`src/design/cta_pkg.sv`:
```
// ----------------------------------------------------------------------------
// cta_pkg
// Shared types, unit and operation codes, and the calendar helper functions
// for the clock time and alarm setter.
// ----------------------------------------------------------------------------
package cta_pkg;

    localparam int TDATA_IN_W  = 24;
    localparam int TDATA_OUT_W = 32;

    typedef logic [6:0] tval_t;
    typedef logic [5:0] aval_t;
    typedef logic [6:0][6:0] tfields_t;
    typedef logic [2:0][5:0] afields_t;

    typedef enum logic [2:0] {
        OP_TICK  = 3'd0,
        OP_UP    = 3'd1,
        OP_DOWN  = 3'd2,
        OP_ENTER = 3'd3,
        OP_MODE  = 3'd4
    } op_t;

    typedef enum logic [2:0] {
        MODE_CLOCK     = 3'b001,
        MODE_SET_TIME  = 3'b010,
        MODE_SET_ALARM = 3'b100
    } mode_t;

    localparam logic [1:0] MODE_CODE_CLOCK     = 2'd0;
    localparam logic [1:0] MODE_CODE_SET_TIME  = 2'd1;
    localparam logic [1:0] MODE_CODE_SET_ALARM = 2'd2;

    localparam logic [2:0] UNIT_YEAR   = 3'd0;
    localparam logic [2:0] UNIT_MONTH  = 3'd1;
    localparam logic [2:0] UNIT_DATE   = 3'd2;
    localparam logic [2:0] UNIT_DAY    = 3'd3;
    localparam logic [2:0] UNIT_HOUR   = 3'd4;
    localparam logic [2:0] UNIT_MINUTE = 3'd5;
    localparam logic [2:0] UNIT_SECOND = 3'd6;

    localparam logic [1:0] ALARM_HOUR   = 2'd0;
    localparam logic [1:0] ALARM_MINUTE = 2'd1;
    localparam logic [1:0] ALARM_SECOND = 2'd2;

    localparam tval_t MONTHS_PER_YEAR = 7'd12;
    localparam tval_t FEB             = 7'd2;
    localparam tval_t FEB_LEAP_DAY    = 7'd29;
    localparam tval_t FEB_SHORT       = 7'd28;
    localparam tval_t LONG_MONTH      = 7'd31;

    // Year 0, month, date and weekday 1, time of day midnight.
    localparam tfields_t COMMITTED_INIT = {7'd0, 7'd0, 7'd0, 7'd1, 7'd1, 7'd1, 7'd0};

    typedef struct packed {
        logic       alarm_match;
        logic       rtc_update;
        tval_t      commit_value;
        logic [2:0] commit_unit;
        logic       commit_is_alarm;
        logic       commit_valid;
        tval_t      selected_value;
        logic [2:0] selected_unit;
        logic [1:0] mode;
    } res_t;

    localparam int RES_W = $bits(res_t);

    function automatic tval_t field_max(input logic [2:0] unit);
        case (unit)
            UNIT_YEAR:   field_max = 7'd99;
            UNIT_MONTH:  field_max = 7'd12;
            UNIT_DATE:   field_max = 7'd31;
            UNIT_DAY:    field_max = 7'd7;
            UNIT_HOUR:   field_max = 7'd23;
            default:     field_max = 7'd59;
        endcase
    endfunction

    function automatic tval_t alarm_max(input logic [1:0] idx);
        case (idx)
            ALARM_HOUR: alarm_max = 7'd23;
            default:    alarm_max = 7'd59;
        endcase
    endfunction

    function automatic tval_t month_len(input logic [3:0] m);
        case (m)
            4'd2:                      month_len = 7'd28;
            4'd4, 4'd6, 4'd9, 4'd11:   month_len = 7'd30;
            default:                   month_len = 7'd31;
        endcase
    endfunction

    // Two-digit years: every year divisible by four is a leap year.
    function automatic tval_t days_of(input tval_t m, input tval_t y);
        if (m == 7'd0 || m > MONTHS_PER_YEAR) begin
            days_of = LONG_MONTH;
        end else if (m == FEB && y[1:0] == 2'd0) begin
            days_of = FEB_LEAP_DAY;
        end else begin
            days_of = month_len(m[3:0]);
        end
    endfunction

    // (v + 1) mod (mx + 1); reachable values never exceed twice the modulus.
    function automatic tval_t wrap_up(input tval_t v, input tval_t mx);
        logic [7:0] t;
        logic [7:0] m;
        t = {1'b0, v} + 8'd1;
        m = {1'b0, mx} + 8'd1;
        if (t >= m) begin
            wrap_up = tval_t'(t - m);
        end else begin
            wrap_up = tval_t'(t);
        end
    endfunction

    function automatic tval_t wrap_down(input tval_t v, input tval_t mx);
        wrap_down = (v == 7'd0) ? mx : v - 7'd1;
    endfunction

endpackage

```
`src/design/clock_time_alarm_setter.sv`:
```
// ----------------------------------------------------------------------------
// clock_time_alarm_setter
// Clock, time-setting and alarm-setting controller driven by button beats.
// ----------------------------------------------------------------------------
// A result beat is registered in the result queue before m_tvalid offers it.
// Throughput: one beat per cycle while s_tready is high; the mode and field logic
// settles between the state registers and a two-entry result queue.
// s_tready drops only when both result queue entries are waiting.
// Reset (aresetn low, synchronous): clock mode, first field selected, time
// settings year 0 / month, date, weekday 1 / midnight, alarm at midnight.
// ----------------------------------------------------------------------------
module clock_time_alarm_setter (
    input  logic        aclk,
    input  logic        aresetn,
    input  logic        s_tvalid,
    output logic        s_tready,
    // operation[2:0], rtc_hour[7:3], rtc_minute[13:8], rtc_second[19:14], zero fill
    input  logic [cta_pkg::TDATA_IN_W-1:0]  s_tdata,
    output logic        m_tvalid,
    input  logic        m_tready,
    // mode[1:0], selected_unit[4:2], selected_value[11:5], commit_valid[12],
    // commit_is_alarm[13], commit_unit[16:14], commit_value[23:17],
    // rtc_update[24], alarm_match[25], zero fill
    output logic [cta_pkg::TDATA_OUT_W-1:0] m_tdata
);
    import cta_pkg::*;

    localparam int PAD_W = TDATA_OUT_W - RES_W;

    mode_t      mode_reg, mode_next;
    logic [2:0] sel_reg, sel_next;
    logic       pend_reg, pend_next;
    tfields_t   edit_reg, edit_next;
    tfields_t   comm_reg, comm_next;
    afields_t   aedit_reg, aedit_next;
    afields_t   alarm_reg, alarm_next;

    op_t        op;
    aval_t      rtc_h, rtc_m, rtc_s;
    tfields_t   e_cur;
    afields_t   a_cur;
    logic [2:0] sel_t;
    logic [1:0] sel_a;
    logic [2:0] sel_out;
    res_t       res;
    logic       accept;
    res_t       q_data;

    // One edit of the time copy, with month-length and leap-year corrections.
    function automatic tfields_t edit_time(input tfields_t e, input logic up,
                                           input logic [2:0] s);
        tfields_t n;
        tval_t    md;
        tval_t    md2;
        tval_t    t;
        n  = e;
        md = days_of(e[UNIT_MONTH], e[UNIT_YEAR]);
        t  = up ? wrap_up(e[s], field_max(s)) : wrap_down(e[s], field_max(s));
        n[s] = t;
        case (s)
            UNIT_DATE: begin
                if (up) begin
                    if (t == 7'd0 || t > md) begin
                        n[UNIT_DATE] = 7'd1;
                    end
                end else if (t == 7'd0) begin
                    n[UNIT_DATE] = md;
                end
            end
            UNIT_DAY: begin
                if (t == 7'd0) begin
                    n[UNIT_DAY] = up ? 7'd1 : field_max(UNIT_DAY);
                end
            end
            UNIT_MONTH: begin
                if (up) begin
                    if (t == 7'd0 || t > MONTHS_PER_YEAR) begin
                        n[UNIT_MONTH] = 7'd1;
                    end
                end else if (t == 7'd0) begin
                    n[UNIT_MONTH] = MONTHS_PER_YEAR;
                end
                md2 = days_of(n[UNIT_MONTH], e[UNIT_YEAR]);
                if (e[UNIT_DATE] > md2) begin
                    n[UNIT_DATE] = md2;
                end
            end
            UNIT_YEAR: begin
                // A leap day cannot survive a move to a common year.
                if (e[UNIT_MONTH] == FEB && e[UNIT_DATE] == FEB_LEAP_DAY &&
                    t[1:0] != 2'd0) begin
                    n[UNIT_DATE] = FEB_SHORT;
                end
            end
            default: begin
            end
        endcase
        return n;
    endfunction

    assign op     = op_t'(s_tdata[2:0]);
    assign rtc_h  = {1'b0, s_tdata[7:3]};
    assign rtc_m  = s_tdata[13:8];
    assign rtc_s  = s_tdata[19:14];
    assign accept = s_tvalid && s_tready;

    always_comb begin
        for (int i = 0; i < 7; i++) begin
            e_cur[i] = pend_reg ? comm_reg[i] : edit_reg[i];
        end
        a_cur = pend_reg ? {rtc_s, rtc_m, rtc_h} : aedit_reg;
        sel_t = (sel_reg > UNIT_SECOND) ? UNIT_YEAR : sel_reg;
        sel_a = (sel_reg > 3'(ALARM_SECOND)) ? ALARM_HOUR : sel_reg[1:0];

        mode_next  = mode_reg;
        sel_next   = sel_reg;
        pend_next  = pend_reg;
        edit_next  = e_cur;
        comm_next  = comm_reg;
        aedit_next = a_cur;
        alarm_next = alarm_reg;
        res        = '0;

        case (mode_reg)
            MODE_SET_TIME: begin
                pend_next = 1'b0;
                sel_next  = sel_t;
                case (op)
                    OP_UP, OP_DOWN: begin
                        edit_next = edit_time(e_cur, op == OP_UP, sel_t);
                    end
                    OP_ENTER: begin
                        comm_next[sel_t]    = e_cur[sel_t];
                        res.commit_valid    = 1'b1;
                        res.commit_unit     = sel_t;
                        res.commit_value    = e_cur[sel_t];
                        sel_next = (sel_t == UNIT_SECOND) ? UNIT_YEAR : sel_t + 3'd1;
                    end
                    OP_MODE: begin
                        res.rtc_update = 1'b1;
                        pend_next      = 1'b1;
                        mode_next      = MODE_SET_ALARM;
                        sel_next       = 3'd0;
                    end
                    default: begin
                    end
                endcase
            end
            MODE_SET_ALARM: begin
                pend_next = 1'b0;
                sel_next  = {1'b0, sel_a};
                case (op)
                    OP_UP: begin
                        aedit_next[sel_a] = aval_t'(wrap_up({1'b0, a_cur[sel_a]},
                                                            alarm_max(sel_a)));
                    end
                    OP_DOWN: begin
                        aedit_next[sel_a] = aval_t'(wrap_down({1'b0, a_cur[sel_a]},
                                                              alarm_max(sel_a)));
                    end
                    OP_ENTER: begin
                        res.commit_valid    = 1'b1;
                        res.commit_is_alarm = 1'b1;
                        res.commit_unit     = {1'b0, sel_a} + UNIT_HOUR;
                        res.commit_value    = {1'b0, a_cur[sel_a]};
                        alarm_next          = a_cur;
                        sel_next = (sel_a == ALARM_SECOND) ? 3'd0 : {1'b0, sel_a} + 3'd1;
                    end
                    OP_MODE: begin
                        mode_next = MODE_CLOCK;
                    end
                    default: begin
                    end
                endcase
            end
            default: begin
                res.alarm_match = (rtc_h == alarm_reg[ALARM_HOUR]) &&
                                  (rtc_m == alarm_reg[ALARM_MINUTE]) &&
                                  (rtc_s == alarm_reg[ALARM_SECOND]);
                if (op == OP_MODE) begin
                    pend_next = 1'b1;
                    mode_next = MODE_SET_TIME;
                    sel_next  = 3'd0;
                end
            end
        endcase

        // The displayed field reflects the state after this beat.
        sel_out = 3'd0;
        case (mode_next)
            MODE_SET_TIME: begin
                sel_out            = (sel_next > UNIT_SECOND) ? UNIT_YEAR : sel_next;
                res.mode           = MODE_CODE_SET_TIME;
                res.selected_unit  = sel_out;
                res.selected_value = pend_next ? 7'd0 : edit_next[sel_out];
            end
            MODE_SET_ALARM: begin
                sel_out            = (sel_next > 3'(ALARM_SECOND)) ? 3'd0 : sel_next;
                res.mode           = MODE_CODE_SET_ALARM;
                res.selected_unit  = sel_out + UNIT_HOUR;
                res.selected_value = pend_next ? 7'd0 : {1'b0, aedit_next[sel_out[1:0]]};
            end
            default: begin
                res.mode = MODE_CODE_CLOCK;
            end
        endcase
    end

    always_ff @(posedge aclk) begin
        if (!aresetn) begin
            mode_reg  <= MODE_CLOCK;
            sel_reg   <= 3'd0;
            pend_reg  <= 1'b1;
            comm_reg  <= COMMITTED_INIT;
            alarm_reg <= '0;
        end else if (accept) begin
            mode_reg  <= mode_next;
            sel_reg   <= sel_next;
            pend_reg  <= pend_next;
            comm_reg  <= comm_next;
            alarm_reg <= alarm_next;
        end
    end

    // Working copies are loaded on the first beat in their mode, before they are read.
    always_ff @(posedge aclk) begin
        if (accept && mode_reg == MODE_SET_TIME) begin
            edit_reg <= edit_next;
        end
        if (accept && mode_reg == MODE_SET_ALARM) begin
            aedit_reg <= aedit_next;
        end
    end

    cta_outq u_outq (
        .aclk      (aclk),
        .aresetn   (aresetn),
        .in_valid  (s_tvalid),
        .in_ready  (s_tready),
        .in_data   (res),
        .out_valid (m_tvalid),
        .out_ready (m_tready),
        .out_data  (q_data)
    );

    assign m_tdata = {{PAD_W{1'b0}}, q_data};

endmodule

```
`src/design/cta_outq.sv`:
```
// ----------------------------------------------------------------------------
// cta_outq
// Two-entry result queue. It lets the block take a new item while a result
// is still waiting downstream, with no combinational path from m_tready.
// ----------------------------------------------------------------------------
module cta_outq (
    input  logic          aclk,
    input  logic          aresetn,
    input  logic          in_valid,
    output logic          in_ready,
    input  cta_pkg::res_t in_data,
    output logic          out_valid,
    input  logic          out_ready,
    output cta_pkg::res_t out_data
);
    import cta_pkg::*;

    res_t       q_reg [2];
    logic       wr_ptr_reg, wr_ptr_next;
    logic       rd_ptr_reg, rd_ptr_next;
    logic [1:0] count_reg, count_next;
    logic       push, pop;

    assign in_ready  = (count_reg != 2'd2);
    assign out_valid = (count_reg != 2'd0);
    assign out_data  = q_reg[rd_ptr_reg];

    assign push = in_valid && in_ready;
    assign pop  = out_valid && out_ready;

    always_comb begin
        wr_ptr_next = push ? ~wr_ptr_reg : wr_ptr_reg;
        rd_ptr_next = pop ? ~rd_ptr_reg : rd_ptr_reg;
        count_next  = count_reg + {1'b0, push} - {1'b0, pop};
    end

    always_ff @(posedge aclk) begin
        if (!aresetn) begin
            wr_ptr_reg <= 1'b0;
            rd_ptr_reg <= 1'b0;
            count_reg  <= 2'd0;
        end else begin
            wr_ptr_reg <= wr_ptr_next;
            rd_ptr_reg <= rd_ptr_next;
            count_reg  <= count_next;
        end
    end

    always_ff @(posedge aclk) begin
        if (push) begin
            q_reg[wr_ptr_reg] <= in_data;
        end
    end

endmodule

```
`config.mk`:
```
export PLATFORM = sky130hd
export DESIGN_NAME = clock_time_alarm_setter
export DESIGN_NICKNAME = d
export VERILOG_FILES = /design/src/design/cta_pkg.sv /design/src/design/clock_time_alarm_setter.sv /design/src/design/cta_outq.sv
export SDC_FILE = /design/constraint.sdc
export NUM_CORES = 1
export LEC_CHECK = 0
export BUFFER_PORTS_ARGS = -buffer_cell sky130_fd_sc_hd__buf_2
export CELL_PAD_IN_SITES_DETAIL_PLACEMENT = 0
export CELL_PAD_IN_SITES_GLOBAL_PLACEMENT = 1
export CORE_MARGIN = 5
export CORE_UTILIZATION = 49
export CTS_CLUSTER_SIZE = 28
export DETAILED_ROUTE_END_ITERATION = 8
export HOLD_SLACK_MARGIN = 0.05
export PLACE_DENSITY = 0.79
export SYNTH_ARGS = -nofsm -noshare
export SYNTH_HDL_FRONTEND = slang
export SYNTH_SLANG_ARGS = --single-unit
```
`constraint.sdc`:
```
create_clock -name aclk -period 18.2 [get_ports aclk]
set_input_delay 0 -clock aclk [delete_from_list [all_inputs] [get_ports aclk]]
set_output_delay 0 -clock aclk [all_outputs]
set_load 0.005 [all_outputs]
```
## After elaboration in Yosys (flattened, before gate mapping)

Memory sizes are Yosys's and may differ from the RTL's. A register that Yosys moved wholly into a read port is not among the register bits.
Cells that the tools add are included.

| word-level totals | value |
|---|---|
| bits in writable memories | 52 |
| register bits | 145 |
| memories kept | 1 |
| input bits | 28 |
| output and inout bits | 34 |

| cells by class | value |
|---|---|
| bitwise gates (word level) | 2 |
| $lt $le $gt $ge | 17 |
| equal/unequal tests | 31 |
| muxes and demuxes | 105 |
| add/subtract/negate cells | 14 |
| reduce and logical (&&, ||, !) cells | 32 |

Memories:

| name | words | width | rd ports | clocked after Yosys merged registers in | write ports | line | source |
|---|---|---|---|---|---|---|---|
| u_outq.q_reg | 2 | 26 | 1 | 1 | 1 | cta_outq.sv:18 | `res_t q_reg [2];` |

Operators by type and width:

| operator | number |
|---|---|
| $mux W7 | 39 |
| $bwmux W49 | 2 |
| $mux W49 | 2 |
| $mux W6 | 11 |
| $bmux W7 S3 | 2 |
| $pmux W10 S2 | 2 |
| $bwmux W18 | 2 |
| $mux W18 | 2 |
| $pmux W18 S2 | 1 |
| $pmux W7 S5 | 1 |
| $mux W3 | 11 |
| $logic_not A7 Y1 | 4 |
| $add A7 B1 Y8 const B | 3 |
| $bmux W6 S2 | 2 |
| $demux W7 S3 | 1 |
| $gt A7 B4 Y1 const B | 3 |
| $pmux W7 S3 | 1 |
| $eq A3 B2 Y1 const B | 6 |
| $pmux W3 S2 | 3 |
| $eq A4 B3 Y1 const B | 4 |
| $eq A4 B4 Y1 const B | 4 |
| $eq A3 B3 Y1 const B | 5 |
| $eq A7 B2 Y1 const B | 2 |
| $gt A7 B7 Y1 | 2 |
| other kinds (43) | 86 |

## Depth between registers and ports, before layout

| logic depth | value |
|---|---|
| depth in word-level cells | 36 |
| depth in mapped cells | 40 |

## Cells and area by module

From an unflattened synthesis, not the netlist that was laid out.

| second synthesis, totals | value |
|---|---|
| cells, all modules | 1,398 |
| area, all modules | 13,031.2 um2 |

Modules (own cells, without submodules):

| module | times used | area an instance (um2) | sequential area each (um2) | cells an instance |
|---|---|---|---|---|
| clock_time_alarm_setter | 1 | 10,815.4 | 3,493.4 | 1,293 |
| cta_outq | 1 | 2,215.9 | 1,661.6 | 105 |

## Least setup slack after synthesis

Ideal clock, no wire load.

| timing path | value |
|---|---|
| path kind | reg2reg |
| start | register pend_reg |
| end | memory u_outq.q_reg[0][9] (netlist bit), data pin |
| library setup time | 0.263 ns |
| data required time | 17.937 ns |
| buffers on the path | 6 |
| cell stages (with the launch flop) | 38 |
| slack | 10.735 ns |
| arrival | 7.202 ns |
| cells stage by stage | dfxtp_1 > buf_6 > buf_4 > buf_4 > mux2i_1 > a22oi_1 > o221ai_1 > and2_1 > clkbuf_1 > inv_1 > ha_1 > inv_1 > or4_1 > xor2_1 > ha_1 > nand4_1 > o21ai_0 > o22ai_1 > (+2 left out) > a21oi_1 > nor2_1 > nand4bb_1 > buf_2 > nor2_1 > o2111ai_1 > nor3b_2 > ha_1 > a21oi_1 > a21oi_1 > a21o_1 > nand2_1 > o311a_1 > nand2_1 > nand2_1 > o221ai_1 > a22o_1 > a211o_1 |

RTL lines:

| what | line | source |
|---|---|---|
| start: declaration | clock_time_alarm_setter.sv:32 | `logic pend_reg, pend_next;` |
| start signal: assignment | clock_time_alarm_setter.sv:219 | `pend_reg <= pend_next;` |
| end: declaration | cta_outq.sv:18 |  |

==> metrics.txt <==
hold_sp=s_tdata[19]; CTS HTree Levels=4; first-pass GRT wire length=approximately 66000 um; hold crit path type=in2reg; die footprint=0.02947 sq mm; initial DRC count=around 1400; Worst Hold End=alarm_reg[17]; antenna violations before repair=1; measured slew at the worst slew-check pin=approximately 1.1 ns; Worst EP arrival=10.46 ns; Max Slew Vio Count=0; std cell rows=59; Critical Path End Type=flip-flop; Chip Height=around 170 um; CP startpoint kind=flip-flop; worst skew pair latency=about 0.46 ns; post-synthesis mux area share=a little over a tenth; setup repair bufs after CTS=0; max-cap viol count=0; gr usage total=approximately 29%; Port Buffers=slightly above 50; Max Fclk=97.45 MHz; Initial Utilization=49.43%; pwr dens=between 100 and 150 mW/mm^2; nets=about 1500; layout cell share with drive strength beyond 1=between 10 and 15%; worst path bufs/invs=3; Core Area=~0.026 sq mm; Final min period=10.26 ns; final hold vios=0; global route overflow=0; CTS tree=yes; diode count=0; Max transition margin=24.17%; Crit Reg-Reg Endpoint=u_outq.q_reg[1][9]; post-synthesis simple-gate area fraction=16.54%; maximum root-to-sink buffer count=2; Post-Synth XOR/XNOR Area=between 2 and 3%; DRT Pass-1 Iters=5; slack of the critical path=a little under 8 ns; Yosys top cell area share=between 20 and 30%; delay-heaviest family, CP=compound AO/OA/AOI/OAI gates; max FFs per register=52; post-synthesis async set-or-reset flop share=0%; largest family of logic cells by synthesized area=compound AO/OA/AOI/OAI gates; Cell variety after synth=91; vias in the first global route=about 11000; CTS buffer count=17; most frequent cell after synthesis=nand2_1; top cells by area, synth=edfxtp_1 (28%), dfxtp_1 (12%), mux2i_1 (5.5%); DR WL/cell=between 20 and 25 um; period utilization=approximately 56%; Worst IR Drop VDD=69.92 uV; Commonest cells post-synth=nand2_1 (171), nor2_1 (125), edfxtp_1 (119), dfxtp_1 (79), a21oi_1 (76); Layout area overhead=10.30%; Avg Cell Area, Syn=a little over 9 sq um; Syn Inst Count=roughly 1400; dpl hpwl=31380 um; Yosys warnings=0; Die Wd=between 150 and 200 um; Crit Path Class=reg2reg; Leakage=approximately 6.2 nW; drt via density=about 6.6; outcome=finished, final reports clean; Finish-stage setup viols=0; Yosys reg bits=198; RSZ-0062 raised after global routing=no; dominant cell type by area after synthesis=edfxtp_1; CP max stage delay=between 0.8 and 0.9 ns; Final Skew=0.01386 ns; Final GP Congestion=0.9954; fraction of the mapped netlist area in adder cells=2.638%; Synth Flop Type=edfxtp_1; vias=11500; final setup TNS=0 ns; number of synthesized flops with an enable pin=119; Netlist Area Pre-Place=between 0.01 and 0.015 sq mm; largest net degree at the start of global routing=80; CTS Sinks=198; DRC Markers=0; Crit Path Max Fanout=between 40 and 50; clock root cell=clkbuf_16; register area share after synthesis=between 40% and 50%; Place WS=8.139 ns; clock-pin slew on the worst setup and hold paths=about 0.090 ns; worst r2r src=pend_reg; final WL=roughly 44000 um; Worst path most repeated cell=nand2_1; Compound-Gate Fraction of Synth Area=22.79%; Routed Antenna Nets=0; # IOs=between 60 and 70; required time of the critical path=about 18 ns; Crit-path slowest cell=and2_1; # resized after CTS=0; filler cell count=2316; Hold Crit Depth=4; Worst R2R Path Depth=32; Worst R2R Setup Slack=7.94 ns
-- worst max-delay path by stage --
stage             start  cells past startpoint                  to  slack, ns
2_1_floorplan  pend_reg                     37  u_outq.q_reg[0][9]      10.73
3_3_place_gp   pend_reg                     32  u_outq.q_reg[0][9]       8.34
3_5_place_dp   pend_reg                     32  u_outq.q_reg[0][9]       8.14
4_1_cts        pend_reg                     32  u_outq.q_reg[1][9]       8.09
5_1_grt        pend_reg                     32  u_outq.q_reg[1][9]       7.32
6_report       pend_reg                     32  u_outq.q_reg[1][9]       7.94
-- logic make-up (layout without fill, tap and decap cells) --
group | Yosys count | after routing
AO/OA/AOI/OAI | 405 | 405
XOR/XNOR | 38 | 38
adder cells (fa/ha/maj) | 27 | 27
buffers and inverters | 129 | 165
flip-flops | 198 | 198
multiplexers | 127 | 127
other | 2 | 7
AND/OR/NAND/NOR | 451 | 451
-- cells in the final DEF, fill, tap and decap left out, types with 10 or more instances in the layout --
master,instances
o211a_1,59
nor2_1,122
o221ai_1,10
a211oi_1,14
edfxtp_1,119
o211ai_1,12
buf_4,33
inv_1,33
clkbuf_16,17
o22ai_1,24
and2_1,19
xnor2_1,17
nor3_1,23
dlygate4sd3_1,11
a31oi_1,13
a21oi_1,76
o31ai_1,10
mux2i_1,71
buf_2,51
dfxtp_1,78
nand2_1,171
ha_1,27
nand2b_1,14
o21ai_0,71
nand4_1,11
nand3_1,23
a22oi_1,16
mux2_2,53
xor2_1,21
-- stage by stage --
step                hold WS, ns  utilization, %  power [mW]  std cells  cell area, sq um
floorplan                0.2908               -      0.9483       1382             12830
global placement         0.4540           51.54       1.152       1710             13350
global route             0.1009           54.52       1.663       1753             14130
CTS                     0.06836           54.52       1.579       1753             14130
finish                  0.06852           54.52       1.597       1753             14130
detailed placement       0.4513           51.54       1.158       1710             13350
-- timing repair --
action | 4_1_cts | 5_1_grt
hold endpoints to repair | 12 | 0
endpoints found under the setup margin | 0 | 0
hold buffers | 11 | 0
-- area by class of cell --
type	count	area (sq um)	area share, %
Clock buffer	17	425.4	3.012
Clock inverter	15	236.5	1.674
Inverter	38	142.6	1.010
Multi-Input combinational cell	1055	7131	50.48
Sequential cell	198	5159	36.52
Tap cell	335	419.2	2.967
Timing Repair Buffer	95	613.1	4.340
-- tightest hold or removal path: cells and delay by family --
family,cells,cell delay (ns)
buffers and inverters,1,0.10
AOI/OAI and AO/OA,1,0.14
muxes,1,0.16
and+or+nand+nor,1,0.10
-- power by group --
| part | internal (mW) | switching, mW |
|---|---|---|
| logic | 0.223 | 0.441 |
| registers | 0.495 | 0.0137 |
| clock network | 0.198 | 0.225 |
| total | 0.916 | 0.680 |
-- metal layers --
layer	global-route usage, %	part of all wire, %	vias to the layer above
met5	0	0.030	-
met4	7.165	2.7	2
met3	6.389	11	94
met2	43.53	43	691
met1	43.92	44	5494
li1	-	-	5214
(Power assumes the default switching activity.)
